===== src/dcws_pkg.sv =====
// ----------------------------------------------------------------------------
// dcws_pkg
// Shared widths, constants, pipeline record and arithmetic helpers for the
// duty-cycle wake scheduler.
// ----------------------------------------------------------------------------
`default_nettype none

package dcws_pkg;

  localparam int HourW   = 5;
  localparam int MinuteW = 6;
  localparam int TodW    = 11;
  localparam int CountW  = 11;
  localparam int OffW    = 16;
  localparam int SumW    = 17;
  localparam int CfgIdxW = 3;
  localparam int CfgW    = 11;

  localparam int MinutesPerHour = 60;
  localparam int MinutesPerDay  = 24 * MinutesPerHour;

  // minute split by reciprocal multiply
  localparam int RecipShift = 16;
  localparam int Recip60    = ((1 << RecipShift) + MinutesPerHour - 1) / MinutesPerHour;
  localparam int ProdW      = TodW + RecipShift - 1;

  // register indexes
  localparam logic [CfgIdxW-1:0] CfgWinStartHour   = 3'd0;
  localparam logic [CfgIdxW-1:0] CfgWinStartMinute = 3'd1;
  localparam logic [CfgIdxW-1:0] CfgWinEndHour     = 3'd2;
  localparam logic [CfgIdxW-1:0] CfgWinEndMinute   = 3'd3;
  localparam logic [CfgIdxW-1:0] CfgRunMinutes     = 3'd4;
  localparam logic [CfgIdxW-1:0] CfgCycleMinutes   = 3'd5;

  // pipeline layout
  localparam int StIn        = 0;
  localparam int StPre       = 1;
  localparam int DivPerStage = 2;
  localparam int DivStages   = OffW / DivPerStage;
  localparam int DivFirst    = StPre + 1;
  localparam int DivLast     = DivFirst + DivStages - 1;
  localparam int StRun       = DivLast + 1;
  localparam int ModSteps    = 6;
  localparam int ModPerStage = 3;
  localparam int StModA      = StRun + 1;
  localparam int StModB      = StModA + 1;
  localparam int StQuot      = StModB + 1;
  localparam int NumStages   = StQuot + 1;

  typedef struct packed {
    logic [HourW-1:0]   hour;
    logic [MinuteW-1:0] minute;
    logic [TodW-1:0]    now;
    logic               in_win;
    logic [OffW-1:0]    offset;
    logic [CountW-1:0]  rem;
    logic               active;
    logic [SumW-1:0]    acc;
    logic [HourW-1:0]   quot;
  } pipe_t;

  function automatic logic [TodW-1:0] tod_minutes(input logic [HourW-1:0] h,
                                                 input logic [MinuteW-1:0] m);
    logic [TodW-1:0] hx;
    hx = TodW'(h);
    return (hx << 6) - (hx << 2) + TodW'(m);
  endfunction

  // one restoring division step, remainder stays below the divisor
  function automatic logic [CountW-1:0] div_step(input logic [CountW-1:0] rem,
                                                input logic dbit,
                                                input logic [CountW-1:0] dvsr);
    logic [CountW:0] t;
    logic [CountW:0] d;
    t = {rem, dbit};
    d = {1'b0, dvsr};
    if (t >= d) begin
      t = t - d;
    end
    return t[CountW-1:0];
  endfunction

  // conditional subtract of one day scaled by 2^k
  function automatic logic [SumW-1:0] mod_step(input logic [SumW-1:0] x, input int k);
    logic [SumW-1:0] d;
    d = SumW'(MinutesPerDay) << k;
    if (x >= d) begin
      x = x - d;
    end
    return x;
  endfunction

endpackage

`default_nettype wire


===== src/duty_cycle_wake_scheduler.sv =====
// ----------------------------------------------------------------------------
// duty_cycle_wake_scheduler
// Daily window check and duty-cycle next-wake computation per time-of-day beat.
// ----------------------------------------------------------------------------
// Fully pipelined: one beat accepted per clock while in_stall is low. The
// pipeline holds the 16-bit restoring division of the window offset by the
// cycle length, two quotient bits per stage over eight stages, followed by a
// six-step modulo-1440 reduction and a reciprocal split into hour and minute.
// Bubbles collapse, so beats keep entering while a finished result waits on
// out_stall. Registers are written through cfg_we/cfg_index/cfg_data; the user
// must write them only while nothing is in flight, the block does not enforce it.
`default_nettype none

module duty_cycle_wake_scheduler
  import dcws_pkg::*;
(
  input  wire logic               clk,
  input  wire logic               rst_n,

  input  wire logic               cfg_we,
  input  wire logic [CfgIdxW-1:0] cfg_index,
  input  wire logic [CfgW-1:0]    cfg_data,

  input  wire logic               in_valid,
  output logic                    in_stall,
  input  wire logic [HourW-1:0]   in_hour_of_day,
  input  wire logic [MinuteW-1:0] in_minute_of_hour,

  output logic                    out_valid,
  input  wire logic               out_stall,
  output logic                    out_wake_now,
  output logic                    out_in_window,
  output logic [HourW-1:0]        out_next_hour,
  output logic [MinuteW-1:0]      out_next_minute
);

  logic [HourW-1:0]   win_start_hour_r;
  logic [MinuteW-1:0] win_start_minute_r;
  logic [HourW-1:0]   win_end_hour_r;
  logic [MinuteW-1:0] win_end_minute_r;
  logic [CountW-1:0]  run_minutes_r;
  logic [CountW-1:0]  cycle_minutes_r;

  pipe_t              pipe_r   [NumStages];
  pipe_t              pipe_nxt [NumStages];
  logic [NumStages-1:0] valid_r;
  logic [NumStages-1:0] ready;

  logic               out_valid_r;
  logic               out_wake_now_r;
  logic               out_in_window_r;
  logic [HourW-1:0]   out_next_hour_r;
  logic [MinuteW-1:0] out_next_minute_r;
  logic               out_ready;

  logic [TodW-1:0]    start_tod;
  logic [TodW-1:0]    end_tod;
  logic [CountW-1:0]  cycle_eff;

  logic               wake_nxt;
  logic [HourW-1:0]   next_hour_nxt;
  logic [MinuteW-1:0] next_minute_nxt;
  logic [TodW-1:0]    quot60;
  logic [TodW-1:0]    min_rem;
  logic [ProdW-1:0]   prod;

  // config registers
  always_ff @(posedge clk) begin
    if (!rst_n) begin
      win_start_hour_r   <= HourW'(8);
      win_start_minute_r <= '0;
      win_end_hour_r     <= HourW'(20);
      win_end_minute_r   <= '0;
      run_minutes_r      <= CountW'(5);
      cycle_minutes_r    <= CountW'(60);
    end else if (cfg_we) begin
      unique case (cfg_index)
        CfgWinStartHour:   win_start_hour_r   <= cfg_data[HourW-1:0];
        CfgWinStartMinute: win_start_minute_r <= cfg_data[MinuteW-1:0];
        CfgWinEndHour:     win_end_hour_r     <= cfg_data[HourW-1:0];
        CfgWinEndMinute:   win_end_minute_r   <= cfg_data[MinuteW-1:0];
        CfgRunMinutes:     run_minutes_r      <= cfg_data[CountW-1:0];
        CfgCycleMinutes:   cycle_minutes_r    <= cfg_data[CountW-1:0];
        default: ;
      endcase
    end
  end

  assign start_tod = tod_minutes(win_start_hour_r, win_start_minute_r);
  assign end_tod   = tod_minutes(win_end_hour_r, win_end_minute_r);
  assign cycle_eff = (cycle_minutes_r == '0) ? CountW'(1) : cycle_minutes_r;

  // flow control, bubbles collapse
  assign out_ready = !out_valid_r || !out_stall;

  always_comb begin
    ready[NumStages-1] = !valid_r[NumStages-1] || out_ready;
    for (int k = NumStages - 2; k >= 0; k--) begin
      ready[k] = !valid_r[k] || ready[k+1];
    end
  end

  assign in_stall = !ready[StIn];

  // stage logic
  always_comb begin
    pipe_t t;

    // capture
    t        = pipe_r[StIn];
    t.hour   = in_hour_of_day;
    t.minute = in_minute_of_hour;
    t.now    = tod_minutes(in_hour_of_day, in_minute_of_hour);
    pipe_nxt[StIn] = t;

    // window check and offset
    t = pipe_r[StIn];
    if (start_tod <= end_tod) begin
      t.in_win = (start_tod <= t.now) && (t.now <= end_tod);
    end else begin
      t.in_win = (start_tod <= t.now) || (t.now <= end_tod);
    end
    if ((start_tod <= end_tod) || (t.now >= start_tod)) begin
      t.offset = OffW'(t.now) - OffW'(start_tod);
    end else begin
      t.offset = OffW'(MinutesPerDay) - OffW'(start_tod) + OffW'(t.now);
    end
    t.rem = '0;
    pipe_nxt[StPre] = t;

    // offset mod cycle
    for (int j = 0; j < DivStages; j++) begin
      t = pipe_r[DivFirst+j-1];
      for (int s = 0; s < DivPerStage; s++) begin
        t.rem = div_step(t.rem, t.offset[OffW-1-j*DivPerStage-s], cycle_eff);
      end
      pipe_nxt[DivFirst+j] = t;
    end

    // run check and start of next cycle
    t        = pipe_r[DivLast];
    t.active = t.rem < run_minutes_r;
    t.acc    = SumW'(start_tod) + SumW'(t.offset) + SumW'(cycle_eff) - SumW'(t.rem);
    pipe_nxt[StRun] = t;

    // reduce modulo one day
    t = pipe_r[StRun];
    for (int k = ModSteps - 1; k >= ModSteps - ModPerStage; k--) begin
      t.acc = mod_step(t.acc, k);
    end
    pipe_nxt[StModA] = t;

    t = pipe_r[StModA];
    for (int k = ModSteps - ModPerStage - 1; k >= 0; k--) begin
      t.acc = mod_step(t.acc, k);
    end
    pipe_nxt[StModB] = t;

    // hour of next wake
    t      = pipe_r[StModB];
    prod   = ProdW'(t.acc[TodW-1:0]) * ProdW'(Recip60);
    t.quot = prod[RecipShift +: HourW];
    pipe_nxt[StQuot] = t;
  end

  // result select
  always_comb begin
    quot60  = (TodW'(pipe_r[StQuot].quot) << 6) - (TodW'(pipe_r[StQuot].quot) << 2);
    min_rem = pipe_r[StQuot].acc[TodW-1:0] - quot60;
    if (!pipe_r[StQuot].in_win) begin
      next_hour_nxt   = win_start_hour_r;
      next_minute_nxt = win_start_minute_r;
    end else if (pipe_r[StQuot].active) begin
      next_hour_nxt   = pipe_r[StQuot].hour;
      next_minute_nxt = pipe_r[StQuot].minute;
    end else begin
      next_hour_nxt   = pipe_r[StQuot].quot;
      next_minute_nxt = min_rem[MinuteW-1:0];
    end
    wake_nxt = (pipe_r[StQuot].hour == next_hour_nxt) &&
               (pipe_r[StQuot].minute == next_minute_nxt);
  end

  // pipeline registers
  always_ff @(posedge clk) begin
    if (!rst_n) begin
      valid_r <= '0;
    end else begin
      if (ready[StIn]) begin
        valid_r[StIn] <= in_valid;
      end
      for (int k = 1; k < NumStages; k++) begin
        if (ready[k]) begin
          valid_r[k] <= valid_r[k-1];
        end
      end
    end
  end

  always_ff @(posedge clk) begin
    for (int k = 0; k < NumStages; k++) begin
      if (ready[k]) begin
        pipe_r[k] <= pipe_nxt[k];
      end
    end
  end

  // output register
  always_ff @(posedge clk) begin
    if (!rst_n) begin
      out_valid_r <= 1'b0;
    end else if (out_ready) begin
      out_valid_r <= valid_r[NumStages-1];
    end
  end

  always_ff @(posedge clk) begin
    if (out_ready) begin
      out_wake_now_r    <= wake_nxt;
      out_in_window_r   <= pipe_r[StQuot].in_win;
      out_next_hour_r   <= next_hour_nxt;
      out_next_minute_r <= next_minute_nxt;
    end
  end

  assign out_valid       = out_valid_r;
  assign out_wake_now    = out_wake_now_r;
  assign out_in_window   = out_in_window_r;
  assign out_next_hour   = out_next_hour_r;
  assign out_next_minute = out_next_minute_r;

endmodule

`default_nettype wire


===== config.mk =====
export PLATFORM = sky130hd
export DESIGN_NAME = duty_cycle_wake_scheduler
export DESIGN_NICKNAME = d
export VERILOG_FILES = /design/src/dcws_pkg.sv /design/src/duty_cycle_wake_scheduler.sv
export SDC_FILE = /design/constraint.sdc
export NUM_CORES = 1
export LEC_CHECK = 0
export ABC_AREA = 1
export BUFFER_PORTS_ARGS = -buffer_cell sky130_fd_sc_hd__buf_2
export CAP_MARGIN = 10
export CORE_ASPECT_RATIO = 0.6
export CORE_MARGIN = 2
export CORE_UTILIZATION = 48
export DETAILED_ROUTE_END_ITERATION = 8
export PLACE_DENSITY = 0.66
export REMOVE_ABC_BUFFERS = 1
export SKIP_LAST_GASP = 1
export SYNTH_ARGS = -nofsm -noshare
export SYNTH_HDL_FRONTEND = slang
export SYNTH_SLANG_ARGS = --single-unit

===== constraint.sdc =====
create_clock -name clk -period 8.2 [get_ports clk]
set_input_delay 1.23 -clock clk [delete_from_list [all_inputs] [get_ports clk]]
set_output_delay 1.23 -clock clk [all_outputs]
set_load 0.05 [all_outputs]

==> out/results.ini <==
[floorplan]
die_y_um=201
die_area_mm2=0.0671
rows=72
die_width_um=333
start_util_pct=48.5
coreArea_mm2=0.0643
ios=45

[sta]
setup_viol=0
fin_skew_ps=19.9
period_share_pct=81.3
max_slew_margin_pct=25.3
rsz0062_at_grt=false
hold_viol_final=0
min_period_ps=6670
drv_slew=0
timing.fmax_mhz=150
tightest_slew_ps=1110
finalWorstSetupSlack_ps=1530

[finish]
layout_common_cells=nand2_1, edfxtp_1, inv_1
final_cells=4121
syn2layout_area_growth_pct=9.10
final_common_cell=nand2_1
fillers=5755
layout-drive-gt1-share_pct=7.74
fin_nets=3627
final_area_mm2=0.0340
num_antenna_cells=0

[clocking]
numCtsBuffers=47
htreeDepth=2
cts_tree=yes
clkSlewWorstSetupHoldPaths_ps=60
clk_path_buf_depth=3
clock-sinks=513
postCtsSetupBuffers=0
insertion_delay_ps=580
cts_resized=0
clockRootBuffer=clkbuf_16
cts_hold_buffers=0

[placement]
place_area_mm2=0.0325
port_buffers=44
dp_cells=4035
place_ws_ps=1470
dpl.hpwl_um=55500
place_congestion=0.918

[routing]
drt-initial-drc-count=2092
drcViolationCount=0
firstDrtPassIters=7
drt.antenna.violating_nets=0
viasPerCell=5.39
num_vias=22209
wl_per_cell_um=17.7
wl_um=73000

[logic_synthesis]
syn_avg_cell_area_um2=9.87
yosysTopAreaCell=edfxtp_1
yosysWarnings=0
yosysSeqAreaShare_pct=47.5
ys_async_sr_fraction_pct=0
synthCells=3159
ys_top_cells_by_area=edfxtp_1, ha_1, nand2_1
ys.flop_type=edfxtp_1
synth_cell_type_count=59
ys_ff_latch=513
synth_edf_count=454
synth_top_area_share_pct=43.7
syn_area_mm2=0.0312

[setup_path]
path_buf_inv=7
cp_slowest_cell=nand2_1
cp-end-kind=output pin
slowest_delay_ps=530
critPathKind=in -> out
crit_arrival_ps=5440
worstPathCellList=buf_2 -> nand2_1 -> nor2_1 -> inv_1 -> nor2_1 -> inv_1 -> nor2_1 -> inv_1 -> nor2_1 -> inv_2 -> nor2_4 -> nand2_2 -> nor2_2 -> nand2_2 -> nor2_4 -> nand2_2 -> nor2_2 -> nand2_2 -> nor2_2 -> nand2_1 -> inv_2 -> buf_2
crit_path_max_fanout=26
worst_setup_path_start_kind=primary input
cp.required_ps=6970
path_delay_family=simple AND/OR/NAND/NOR gates
r2r_slack_ps=1670

[status]
outcome=complete, no violations

[global_route]
grt_pass1_vias=20510
grt_max_degree=49
antenna_found_initial=1
grtUsageTotal_pct=21.8
grt_overflow=0
grt_first_pass_wirelength_um=115000

[run]
cap_viol_max_count=0

[worst_hold_path]
hold_path.class=reg -> reg

==> state kept, by name, summed over array words and instances (netlist names) <==
| signal | cells |
|---|---|
| win_end_hour_r | 5 |
| out_in_window | 1 |
| out_next_minute | 6 |
| win_start_minute_r | 6 |
| win_end_minute_r | 6 |
| cycle_minutes_r | 11 |
| out_next_hour | 5 |
| out_wake_now | 1 |
| pipe_r | 441 |
| run_minutes_r | 11 |
| valid_r | 14 |
| out_valid | 1 |
| win_start_hour_r | 5 |
==> worst paths after layout <==
check / depth (start not counted) / endpoint / startpoint
setup / recovery: 22 / in_stall / out_stall
hold / removal: 0 / pipe_r[0][360] / pipe_r[0][287]
setup reg to reg: 26 / pipe_r[1][106] / cycle_minutes_r[4]
hold reg to reg: 0 / pipe_r[0][360] / pipe_r[0][287]
==> kinds of logic (layout without fill, tap and decap cells) <==
family / after synthesis / in the layout / share of synthesized area, %
fa+ha+maj: 364 / 364 / 15.7
xor+xnor: 196 / 196 / 5.50
compound gates: 669 / 669 / 11.9
simple gates: 984 / 984 / 14.1
flops: 513 / 513 / 47.5
buf+inv: 433 / 544 / 5.33
==> routing by layer <==
layer | global-route usage (%) | wire [um] | vias to the layer above
li1 | - | - | 11149
met1 | 36.6 | 39000 | 10282
met2 | 28.3 | 26600 | 711
met3 | 5.03 | 6580 | 67
met4 | 2.94 | 806 | 0
met5 | 0 | 0 | -
==> cells in the mapped netlist, types with 47 or more instances <==
cell type	number
inv_1	367
o21ai_0	265
xor2_1	133
xnor2_1	63
nand3_1	115
fa_1	47
edfxtp_1	454
a21oi_1	265
nand2_1	521
dfxtp_1	59
nor2_1	178
ha_1	317
==> worst register-to-register path, cell delays in order (launching register included) <==
cell	delay [ps]
dfxtp_1	340
nor2_1	200
inv_1	100
nor4_1	280
nand4_1	170
inv_1	140
a21oi_1	110
inv_1	60
buf_4	240
ha_1	250
fa_1	240
o21ai_0	230
a21oi_1	270
o21ai_0	120
nand2_1	90
nand3_1	520
o21ai_0	550
inv_1	110
fa_1	450
o21ai_0	470
a21oi_1	230
o31ai_1	380
a211oi_1	140
nand2_1	70
inv_1	250
nand2_1	140
o21ai_0	100
==> stage by stage <==
stage | hold slack [ps] | setup TNS (ps) | utilization [%]
floorplan | 400 | -342 | -
global placement | 400 | 0 | 50.5
detailed placement | 405 | 0 | 50.5
CTS | 401 | 0 | 52.9
global route | 419 | 0 | 52.9
finish | 408 | 0 | 52.9
==> final cells by class <==
class / instances / area [um^2] / share of cell area (%)
clock buffer: 64 / 1330 / 3.92
timing repair buffer: 68 / 400 / 1.18
multi-input combinational: 2213 / 14700 / 43.2
clock inverter: 22 / 233 / 0.684
tap: 851 / 1060 / 3.13
sequential: 513 / 14800 / 43.5
inverter: 390 / 1470 / 4.32
Power is left out: the tool's default activity adds up to more than one toggle a clock period on the data nets, which glitch-free logic cannot reach.
